**config.mk**
```make
export PLATFORM = sky130hd
export DESIGN_NAME = cmwc_seed_gen
export DESIGN_NICKNAME = d
export VERILOG_FILES = /design/src/hw/rtl/cmwc_pkg.sv /design/src/hw/rtl/cmwc_seed_gen.sv
export SDC_FILE = /design/constraint.sdc
export NUM_CORES = 1
export LEC_CHECK = 0
export BUFFER_PORTS_ARGS = -buffer_cell sky130_fd_sc_hd__buf_4
export CAP_MARGIN = 20
export CORE_MARGIN = 2
export CORE_UTILIZATION = 59
export DETAILED_ROUTE_END_ITERATION = 10
export PLACE_DENSITY = 0.92
export SLEW_MARGIN = 20
export SYNTH_ARGS = -nofsm -noshare
export SYNTH_HDL_FRONTEND = slang
export SYNTH_SLANG_ARGS = --single-unit
```
**constraint.sdc**
```tcl
create_clock -name clk -period 4.9 [get_ports clk]
set_clock_uncertainty 0.1 [all_clocks]
set_input_delay 0.245 -clock clk [delete_from_list [all_inputs] [get_ports clk]]
set_output_delay 0.245 -clock clk [all_outputs]
set_load 0.02 [all_outputs]
```
**src/hw/rtl/cmwc_pkg.sv**
```systemverilog
// ----------------------------------------------------------------------------
// cmwc_pkg
// Shared constants and types of the CMWC lag-4096 random word generator.
// ----------------------------------------------------------------------------
package cmwc_pkg;

  // Golden-ratio step used by the table fill
  localparam logic [31:0] PHI         = 32'h9e37_79b9;
  // Multiplier of the multiply-with-carry step (fits in 15 bits)
  localparam int          MULT_W      = 15;
  localparam logic [MULT_W-1:0] MULT  = 15'd18782;
  // Complement base: result is BASE - x
  localparam logic [31:0] BASE        = 32'hffff_fffe;
  // Carry never exceeds 662436 (reset) or 18783 (after a step)
  localparam int          CARRY_W     = 20;
  localparam logic [CARRY_W-1:0] CARRY_RESET = 20'd662436;
  // Product width of MULT times a 32-bit lag word
  localparam int          PROD_W      = MULT_W + 32;

  // Command codes carried on in_tuser
  localparam logic CMD_SEED = 1'b0;
  localparam logic CMD_NEXT = 1'b1;

  // Control sequencer states, one-hot
  typedef enum logic [4:0] {
    ST_IDLE = 5'b00001,
    ST_FILL = 5'b00010,
    ST_READ = 5'b00100,
    ST_MUL  = 5'b01000,
    ST_FIN  = 5'b10000
  } state_t;

endpackage

```
**src/hw/rtl/cmwc_seed_gen.sv**
```systemverilog
// ----------------------------------------------------------------------------
// cmwc_seed_gen
// Table fill sequencer: writes one lag entry per cycle from a 32-bit seed.
// ----------------------------------------------------------------------------
module cmwc_seed_gen #(
  parameter int DEPTH = 4096,
  parameter int AW    = 12
) (
  input  logic          clk,
  input  logic          rst_n,
  input  logic          start,
  input  logic [31:0]   seed,
  output logic          done,
  output logic          wr_en,
  output logic [AW-1:0] wr_addr,
  output logic [31:0]   wr_data
);
  import cmwc_pkg::*;

  localparam logic [AW-1:0] LAST = AW'(DEPTH - 1);

  logic          active_r, active_nxt;
  logic [AW-1:0] idx_r, idx_nxt;
  logic [31:0]   seed_r;
  logic [31:0]   w1_r, w2_r, w3_r;   // entries k-1, k-2, k-3
  logic [31:0]   val;

  always_comb begin
    if (idx_r == AW'(0)) begin
      val = seed_r;
    end else if (idx_r == AW'(1)) begin
      val = seed_r + PHI;
    end else if (idx_r == AW'(2)) begin
      val = seed_r + PHI + PHI;
    end else begin
      val = w3_r ^ w2_r ^ PHI ^ 32'(idx_r);
    end
  end

  always_comb begin
    active_nxt = active_r;
    idx_nxt    = idx_r;
    if (start) begin
      active_nxt = 1'b1;
      idx_nxt    = '0;
    end else if (active_r) begin
      idx_nxt = idx_r + AW'(1);
      if (idx_r == LAST) begin
        active_nxt = 1'b0;
      end
    end
  end

  always_ff @(posedge clk) begin
    if (!rst_n) begin
      active_r <= 1'b0;
      idx_r    <= '0;
    end else begin
      active_r <= active_nxt;
      idx_r    <= idx_nxt;
    end
  end

  // Hold the seed and shift the recent entries along
  always_ff @(posedge clk) begin
    if (start) begin
      seed_r <= seed;
    end
    if (active_r) begin
      w3_r <= w2_r;
      w2_r <= w1_r;
      w1_r <= val;
    end
  end

  assign wr_en   = active_r;
  assign wr_addr = idx_r;
  assign wr_data = val;
  assign done    = active_r && (idx_r == LAST);

endmodule

```
==> results.json <==
{
  "critical-path-slowest-cell": "a2111oi_1",
  "synth_seq_area_share_pct": 54.6,
  "fillers": 864,
  "tightestPinTransition_ps": 946,
  "clock.fmax_mhz": 218,
  "syn_area_per_cell_um2": 10.7,
  "period_minus_slack_ps": 4590,
  "avgRoutedWirePerCell_um": 19.7,
  "final_nets": 843,
  "grt_start_max_net_pins": 69,
  "p_sw_uw": 911,
  "fin_setup_tns_ps": 0,
  "path_max_fanout": 11,
  "viasPerCell": 6.33,
  "num_rows": 41,
  "dpl.hpwl_um": 12800,
  "io_buffer_count": 80,
  "period_share_pct": 93.7,
  "status": "finished clean",
  "clock_latency_ps": 430,
  "worst_slack_ps": 311,
  "cap_violations": 0,
  "hold_class": "in -> reg",
  "synth_flop_cell": "edfxtp_1",
  "path_common_cell": "nand2_1",
  "cp_data_arrival_time_ps": 4240,
  "h-tree-depth": 4,
  "placeableCoreArea_mm2": 0.0125,
  "crit_type": "reg -> out",
  "syn_to_final_growth_pct": 22.4,
  "power_frac_clock_pct": 41.7,
  "grt.total_usage_pct": 28.9,
  "synth_most_common_cell": "edfxtp_1",
  "slowest_delay_ps": 580,
  "ios": 81,
  "die_w_um": 117,
  "synth.top_cell.area_share_pct": 51.1,
  "dp_slack_ps": 796,
  "ant_nets": 0,
  "p_leak_nw": 3.33,
  "gp_congestion": 0.942,
  "antenna_found_initial": 0,
  "power_frac_seq_pct": 42.9,
  "combPwrFrac_pct": 15.4,
  "grt_pass1_wl_um": 29800,
  "drt_wl_total_um": 19500,
  "cts_max_path_buffers": 2,
  "start_util_pct": 60.1,
  "gr-total-overflow": 0,
  "yosys_warnings": 0,
  "synth.area.top_cells": "edfxtp_1, xnor2_1, xor2_1",
  "drt_iter0_drc": 1203,
  "netlist_instances": 705,
  "worst_setup_path_end_kind": "primary output",
  "synth_edf_count": 128,
  "root_buffer": "clkbuf_16",
  "whs_ps": 21.2,
  "vdd_drop_max_mv": 0.303,
  "synth.ff_latch_count": 141,
  "drive_gt1_share_pct": 16.7,
  "cp_top_family": "compound AO/OA/AOI/OAI gates",
  "dieArea_mm2": 0.0137,
  "postCtsSetupBuffers": 0,
  "ys_top_cells_by_count": "edfxtp_1, nor2_1, nand2_1, o21ai_0, xnor2_1",
  "syn_nets": 746,
  "die_height_um": 117,
  "crit_path_start_kind": "register",
  "cts_tree": "yes",
  "yosys.area.top_type": "edfxtp_1",
  "via_count": 6247,
  "final-setup-viol-count": 0,
  "worst_ep_required_time_ps": 4550,
  "synth_async_sr_flop_share_pct": 0,
  "hold_viol": 0,
  "swShare_pct": 26.1,
  "final_max_slew_viol_count": 0,
  "numCtsBuffers": 17,
  "cp_cell_sequence": "inv_1 > ha_1 > nor2_1 > a32o_1 > a2111oi_1 > a31oi_1 > nand2_1 > a21oi_2 > o21ai_2 > nand2_1 > and3_1 > o31ai_1 > buf_4",
  "relSlewSlack_pct": 36.3,
  "rsz0062_at_grt": "no",
  "synth.distinct_cells": 70,
  "intPower_mw": 2.58,
  "power_density_mw_per_mm2": 379,
  "remaining_drc_errors": 0,
  "clk_pin_slew_worst_paths_ps": 60,
  "worst-path-buf-inv": 2,
  "grt_pass1_vias": 5709,
  "dr.pass1.iters": 6,
  "clock_sink_count": 141,
  "antennaDiodeCount": 0,
  "netlist_area_mm2": 0.00752
}
## cell type report
type,count,area (um^2),share of cell area (%)
clock buffer,21,440,4.78
sequential,141,4110,44.6
clock inverter,11,218,2.36
inverter,14,52.6,0.571
multi-input combinational,509,3200,34.8
tap,172,215,2.34
timing repair buffer,119,973,10.6
## stage by stage
step | std cells | utilization (%) | instance area, um^2 | total power [mW]
after floorplan | 705 | - | 7520 | 1.84
after detailed placement | 923 | 65.7 | 8220 | 2.02
final | 987 | 73.6 | 9210 | 3.49
after global placement | 923 | 65.7 | 8220 | 2.00
after global routing | 987 | 73.6 | 9210 | 3.59
after CTS | 987 | 73.5 | 9200 | 3.48
## logic make-up (layout without fill, tap and decap cells)
kind of cell,Yosys count,count (layout),synth area share (%)
DFF,141,141,54.6
muxes,6,6,0.799
adders and majority gates,6,6,0.998
AOI/OAI and AO/OA,196,196,17.3
buffers and inverters,55,165,3.00
xor gates and xnor gates,74,74,8.62
and+or+nand+nor,227,227,14.7
## state kept, by name, indices dropped and copies added (netlist names)
name,cells
w1_r,32
w2_r,32
seed_r,32
wr_en,1
wr_addr,12
w3_r,32
## metal layers
metal  vias up  wire length, um  GRT usage (%)  part of all wire [%]
met1      2946             8360           40.6                    43
met3        62             1670           6.75                   8.6
met4         0              557           11.7                   2.9
met2       388             8880           43.9                    46
met5         -                0              0                     0
li1       2851                -              -                     -
## cells in the final DEF, fill, tap and decap left out, types with 17 or more instances in the layout
| cell type | n |
|---|---|
| a21oi_1 | 41 |
| buf_4 | 87 |
| clkbuf_16 | 17 |
| dlygate4sd3_1 | 32 |
| edfxtp_1 | 128 |
| nand2_1 | 61 |
| nand3_1 | 21 |
| nor2_1 | 66 |
| o21ai_0 | 46 |
| xnor2_1 | 44 |
| xor2_1 | 30 |
## power groups by stage
stage / logic, mW / registers, mW / clock network [mW]
final: 0.537 / 1.50 / 1.46
after global routing: 0.579 / 1.51 / 1.50
after global placement: 0.486 / 1.51 / 0
after floorplan: 0.353 / 1.49 / 0
after detailed placement: 0.497 / 1.52 / 0
after CTS: 0.525 / 1.50 / 1.46
## final timing paths
| path | start | end | slack [ps] | cells after the start |
|---|---|---|---|---|
| worst min-delay path | rst_n | wr_en$_SDFF_PN0_ | 20 | 2 |
| worst min register to register | w1_r[25]$_DFFE_PP_ | w2_r[25]$_DFFE_PP_ | 320 | 0 |
| worst max register to register | seed_r[1]$_DFFE_PP_ | w1_r[31]$_DFFE_PP_ | 920 | 11 |
| worst max-delay path | seed_r[0]$_DFFE_PP_ | wr_data[29] | 310 | 13 |
## timing repair
| action | 4_1_cts | 5_1_grt |
|---|---|---|
| hold buffers | 32 | 0 |
| endpoints found under the hold margin | 32 | 0 |
| setup endpoints to repair | 0 | 2 |
| gates resized for setup | 0 | 2 |
Power figures use the tool's default switching activity.
