==> config.mk <==
export PLATFORM = sky130hd
export DESIGN_NAME = cmwc_step
export DESIGN_NICKNAME = d
export VERILOG_FILES = /design/src/hw/rtl/cmwc_pkg.sv /design/src/hw/rtl/cmwc_step.sv
export SDC_FILE = /design/constraint.sdc
export NUM_CORES = 1
export LEC_CHECK = 0
export ABC_AREA = 1
export BUFFER_PORTS_ARGS = -buffer_cell sky130_fd_sc_hd__buf_2
export CAP_MARGIN = 20
export CELL_PAD_IN_SITES_DETAIL_PLACEMENT = 1
export CELL_PAD_IN_SITES_GLOBAL_PLACEMENT = 2
export CORE_MARGIN = 2
export CORE_UTILIZATION = 34
export DETAILED_ROUTE_END_ITERATION = 8
export PLACE_DENSITY_LB_ADDON = 0.1
export SYNTH_ARGS = -nofsm -noshare
export SYNTH_HDL_FRONTEND = slang
export SYNTH_SLANG_ARGS = --single-unit
==> constraint.sdc <==
create_clock -name clk -period 7.4 [get_ports clk]
set_input_delay 1.48 -clock clk [delete_from_list [all_inputs] [get_ports clk]]
set_output_delay 1.48 -clock clk [all_outputs]
set_load 0.01 [all_outputs]
==> src/hw/rtl/cmwc_pkg.sv <==
// ----------------------------------------------------------------------------
// cmwc_pkg
// Shared constants and types of the CMWC lag-4096 random word generator.
// ----------------------------------------------------------------------------
package cmwc_pkg;

  // Golden-ratio step used by the table fill
  localparam logic [31:0] PHI         = 32'h9e37_79b9;
  // Multiplier of the multiply-with-carry step (fits in 15 bits)
  localparam int          MULT_W      = 15;
  localparam logic [MULT_W-1:0] MULT  = 15'd18782;
  // Complement base: result is BASE - x
  localparam logic [31:0] BASE        = 32'hffff_fffe;
  // Carry never exceeds 662436 (reset) or 18783 (after a step)
  localparam int          CARRY_W     = 20;
  localparam logic [CARRY_W-1:0] CARRY_RESET = 20'd662436;
  // Product width of MULT times a 32-bit lag word
  localparam int          PROD_W      = MULT_W + 32;

  // Command codes carried on in_tuser
  localparam logic CMD_SEED = 1'b0;
  localparam logic CMD_NEXT = 1'b1;

  // Control sequencer states, one-hot
  typedef enum logic [4:0] {
    ST_IDLE = 5'b00001,
    ST_FILL = 5'b00010,
    ST_READ = 5'b00100,
    ST_MUL  = 5'b01000,
    ST_FIN  = 5'b10000
  } state_t;

endpackage

==> src/hw/rtl/cmwc_step.sv <==
// ----------------------------------------------------------------------------
// cmwc_step
// Multiply-with-carry step: registered product, then carry fold and complement.
// ----------------------------------------------------------------------------
module cmwc_step (
  input  logic                         clk,
  input  logic                         ld_prod,
  input  logic [31:0]                  lag_word,
  input  logic [cmwc_pkg::CARRY_W-1:0] carry_in,
  output logic [cmwc_pkg::CARRY_W-1:0] carry_out,
  output logic [31:0]                  word
);
  import cmwc_pkg::*;

  logic [PROD_W-1:0] prod_r;
  logic [PROD_W-1:0] prod_nxt;
  logic [PROD_W:0]   t_sum;
  logic [15:0]       c_hi;
  logic [32:0]       x_sum;
  logic              wrap;
  logic [31:0]       x_fix;

  assign prod_nxt = PROD_W'(MULT) * PROD_W'(lag_word);

  always_ff @(posedge clk) begin
    if (ld_prod) begin
      prod_r <= prod_nxt;
    end
  end

  // t = product + carry; new carry is the bits of t above bit 31, plus the fold wrap
  assign t_sum = {1'b0, prod_r} + (PROD_W + 1)'(carry_in);
  assign c_hi  = t_sum[47:32];
  assign x_sum = {1'b0, t_sum[31:0]} + 33'(c_hi);
  assign wrap  = x_sum[32];
  assign x_fix = x_sum[31:0] + 32'(wrap);

  assign carry_out = CARRY_W'(c_hi) + CARRY_W'(wrap);
  assign word      = BASE - x_fix;

endmodule

==> results of run 1 <==
-- kinds of logic (layout without fill, tap and decap cells) --
| logic type | count (synthesis) | count (layout) | share of synthesized area |
|---|---|---|---|
| and+or+nand+nor | 778 | 779 | 0.2390 |
| buffers and inverters | 466 | 912 | 0.1148 |
| adders and majority gates | 422 | 422 | 0.4265 |
| AOI/OAI and AO/OA | 185 | 185 | 0.06788 |
| xor gates and xnor gates | 105 | 105 | 0.06178 |
| DFF | 46 | 46 | 0.08986 |
| other | 1 | 4 | 0.0002439 |
-- area by class of cell --
class	instances	share of cell area
multi-input cells	1495	0.6472
repair buffers	442	0.1563
inverters	462	0.08536
flip-flops and latches	46	0.06770
well taps	592	0.03630
clock buffers	5	0.006132
clock inverters	3	0.001042
-- synthesized netlist by cell type (all sizes together) --
library cell | number | share of area
or2 | 4 | 0.0016
fa | 170 | 0.22
and3 | 1 | 0.00041
a31oi | 17 | 0.0069
conb | 1 | 0.00024
a211oi | 1 | 0.00049
edfxtp | 46 | 0.090
nor3 | 21 | 0.0078
nor4 | 4 | 0.0016
o211a | 1 | 0.00065
ha | 252 | 0.21
nor3b | 1 | 0.00049
o31ai | 2 | 0.00098
nand3 | 99 | 0.040
o21a | 11 | 0.0054
nand2 | 425 | 0.12
a21o | 1 | 0.00049
clkinv | 3 | 0.00073
o21bai | 3 | 0.0015
a21oi | 91 | 0.030
nand4 | 34 | 0.014
o21ai | 46 | 0.015
o41ai | 1 | 0.00057
o211ai | 3 | 0.0015
o2111ai | 1 | 0.00057
or3 | 1 | 0.00041
nor2 | 179 | 0.052
a311o | 1 | 0.00065
or4 | 1 | 0.00049
o311ai | 2 | 0.0011
inv | 459 | 0.11
o31a | 1 | 0.00057
xnor2 | 37 | 0.021
xor2 | 68 | 0.041
o22ai | 3 | 0.0012
nand3b | 8 | 0.0044
buf | 4 | 0.0020
-- stage by stage --
stage,util,cells
after global placement,0.4193,2962
after floorplan,-,2006
after detailed placement,0.4193,2962
after global routing,0.4594,3045
final,0.4594,3045
after CTS,0.4490,3024
-- repair_timing --
action	4_1_cts	5_1_grt
hold buffers	0	0
resized for setup	157	65
cloned	1	0
buffers inserted	61	21
pin swaps	87	56
endpoints found under the setup margin	40	43
-- how the worst max path moves through the flow --
stage	slack, ps	start	to
floorplan	2	carry_in[19]	word[28]
global placement	-610	carry_in[1]	word[26]
detailed placement	-790	carry_in[12]	carry_out[12]
CTS	-400	carry_in[8]	word[22]
global route	-750	carry_in[19]	word[22]
finish	-450	carry_in[19]	word[24]
-- per-layer routing --
layer | global-route usage | up-vias | share of wire
met3 | 0.003789 | 64 | 0.0094
met1 | 0.2741 | 7003 | 0.43
met5 | 0 | - | 0
li1 | - | 7188 | -
met2 | 0.4412 | 138 | 0.53
met4 | 0.06347 | 0 | 0.030
==> results.toml, run 1 <==
[status]
status = "complete, but fails checks"
violations = "setup timing"

[cts]
cts-root-buf = "clkbuf_16"
path_clk_slew_ps = 70
clockBufferDepth = 2
h-tree-depth = 2
clock-sinks = 46
cts_buffers = 5
cts_tree = "built"

[detailed_routing]
drt_iter0_markers = 377
vias = 14393
wl_per_cell_um = 17.33
drc_errors = 0
drt_first_pass_iters = 4
antenna_left = 0
vias_per_cell = 4.727
wl_um = 52780

[global_route]
grt_pass1_vias = 16122
antenna_found_initial = 0
grt_overflow = 0
grt_pass1_wl_um = 84610
grt_max_degree = 47
grt_usage = 0.2275

[synth]
synth_area_sq_um = 15370
avgSynthCellArea_sq_um = 7.675
yosysWarnings = 0
synth_cell_type_count = 52
synth_seq_cells = 46
synthCells = 2003
ys_seq_area_frac = 0.08986

[critical_path]
cp.arrival_ps = 6370
cp_slowest_cell = "ha_4"
path_buf_inv = 7
crit_required_ps = 5920
critPathCaptureType = "primary output"
path_depth = 37
critical_path.max_stage_delay_ps = 300
start_kind = "input port"
crit_family = "simple AND/OR/NAND/NOR gates"
critPathKind = "input port to primary output"
worstPathMaxFanout = 4

[floorplan]
fp.dieW_um = 216.6
io_pins = 106
start_util = 0.3461
die_h_um = 216.6
dieArea_sq_um = 46930
num_rows = 77
coreArea_sq_um = 44410

[sta]
fin_crit_ps = 7845
report.final.hold_viol_count = 0
period_share = 1.060
worstMarginPinSlew_ps = 987.2
finalSetupViolations = 35
maxSlewViolCount = 0
rsz0062_at_grt = "yes"
worst_slack_ps = -445.4
slew_headroom = 0.3419
fin_setup_tns_ps = -12440
timing.hold.ws_ps = 1530
max_freq_mhz = 127.5

[layout]
largest_reg_flops = 46
final_area_sq_um = 20400
largest_registers = "prod_r (46)"
final_common_cell = "inv_1"
final_net_count = 2928
syn2layout_area_growth_pct = 32.73
regMostFlops = "prod_r"
n_fill_cell = 5494
multi_input_area_sq_um = 13210
regArea_sq_um = 1381
diodes = 0
drive_gt1_frac = 0.2886
most-common-layout-cells = "inv_1 (443), nand2_1 (338), buf_4 (315)"

[min_path]
hp-class = "input port to flop"
hold_depth = 1
holdCritStartpoint = "lag_word[0]"
hold_path_end = "prod_r[1]$_DFFE_PP_"

[placed_design]
dp_slack_ps = -789.9
hpwl_um = 46120
placed_area_sq_um = 18620
port_buffers = 101
place.gp.congestion = 0.9025

[job]
timing.max_cap.violations = 0
Power of run 1 is left out: the tool's default activity adds up to more than one toggle a clock period on the data nets, which glitch-free logic cannot reach.
==> inputs of run 2 (changes only) <==
Settings changed: TNS_END_PERCENT set to 5.
==> results.toml, run 2 (synthesis gave the netlist of run 1 again) <==
[layout]
n_fill_cell = 5557
final_common_cell = "inv_1"
final_cells = 3020
most-common-layout-cells = "inv_1 (446), nand2_1 (353), buf_4 (313)"
drive_gt1_frac = 0.2689
largest_registers = "prod_r (46)"
regArea_sq_um = 1381
regMostFlops = "prod_r"
largest_reg_flops = 46
fin_util = 0.4476
syn2layout_area_growth_pct = 29.33
multi_input_area_sq_um = 12950
diodes = 0
final_net_count = 2903

[cts]
cts_tree = "built"
cts_buffers = 5
hold_buffers = 0
clockBufferDepth = 2
clock-sinks = 46
h-tree-depth = 2
cts-root-buf = "clkbuf_16"
path_clk_slew_ps = 70

[job]
timing.max_cap.violations = 0

[sta]
rsz0062_at_grt = "yes"
fin_crit_ps = 7806
worstMarginPinSlew_ps = 989.6
report.final.hold_viol_count = 0
period_share = 1.055
finalSetupViolations = 32
slew_headroom = 0.3403
timing.hold.ws_ps = 1532
max_freq_mhz = 128.1
worst_slack_ps = -406.0
maxSlewViolCount = 0

[floorplan]
start_util = 0.3461
die_h_um = 216.6
io_pins = 106
coreArea_sq_um = 44410
num_rows = 77
dieArea_sq_um = 46930
fp.dieW_um = 216.6

[detailed_routing]
vias_per_cell = 4.709
wl_um = 51730
drc_errors = 0
vias = 14221
drt_first_pass_iters = 4
wl_per_cell_um = 17.13
drt_iter0_markers = 350
antenna_left = 0

[critical_path]
cp_common_cell = "buf_4"
critical_path.max_stage_delay_ps = 320
worstPathMaxFanout = 4
cp.arrival_ps = 6330
start_kind = "input port"
crit_required_ps = 5920
cp_slowest_cell = "ha_1"
critPathCaptureType = "primary output"
critPathKind = "input port to primary output"

[global_route]
grt_max_degree = 47
grt_usage = 0.2235
grt_overflow = 0
grt_pass1_wl_um = 83160
antenna_found_initial = 0
grt_pass1_vias = 15859

[placed_design]
dp_cells = 2962
place.gp.congestion = 0.9025
port_buffers = 101
hpwl_um = 46120

[min_path]
hp-class = "input port to flop"

[status]
violations = "setup timing"
status = "complete, but fails checks"
[run 2: cell count changes in the layout (fill, tap and decap cells not counted), moves of 4 or more]
cell / before / now
buf_6: 30 / 7
nand2_1: 338 / 353
nand2_2: 68 / 58
nand2_4: 17 / 13
nand3_4: 10 / 6
nor2_2: 20 / 26
nor2_4: 26 / 19
[run 2: repair_timing]
item	4_1_cts	5_1_grt
setup endpoints to repair	40	40
cloned	1	0
pin swaps	53	60
resized for setup	95	54
hold endpoints to repair	0	0
setup buffers	34	16
[run 2: path summary, 6_finish.rpt]
| kind | from | to | slack, ps | cells after the start |
|---|---|---|---|---|
| hold / removal | lag_word[0] | prod_r[1]$_DFFE_PP_ | 1530 | 1 |
| setup / recovery | carry_in[12] | word[28] | -410 | 38 |
[run 2: metrics by stage]
step	instance area [sq um]	setup TNS [ps]	setup WS, ps
final	19880	-8874	-406.0
after global placement	18620	-15240	-606.4
after floorplan	15400	0	1.757
after global routing	19880	-19880	-746.1
after detailed placement	18620	-22200	-789.9
after CTS	19540	-8675	-405.4
[run 2: area by class of cell]
type,instances,area share
repair buffers,417,0.1471
clock buffers,5,0.006294
inverters,462,0.08723
multi-input cells,1495,0.6516
clock inverters,3,0.001070
flip-flops and latches,46,0.06948
well taps,592,0.03726
[run 2: critical path, delay by kind of cell]
| family | cells | cell delay [ps] |
|---|---|---|
| buffers and inverters | 20 | 2440 |
| AND/OR/NAND/NOR | 10 | 900 |
| AO/OA/AOI/OAI | 5 | 790 |
| adder cells (fa/ha/maj) | 2 | 550 |
| XOR/XNOR | 1 | 180 |
[run 2: per-layer routing]
layer | GRT usage | part of all wire | vias up
li1 | - | - | 7141
met1 | 0.2717 | 0.44 | 6884
met2 | 0.4294 | 0.52 | 138
met3 | 0.003509 | 0.0089 | 58
met4 | 0.06530 | 0.029 | 0
met5 | 0 | 0 | -
Power of run 2 is left out for the same reason.
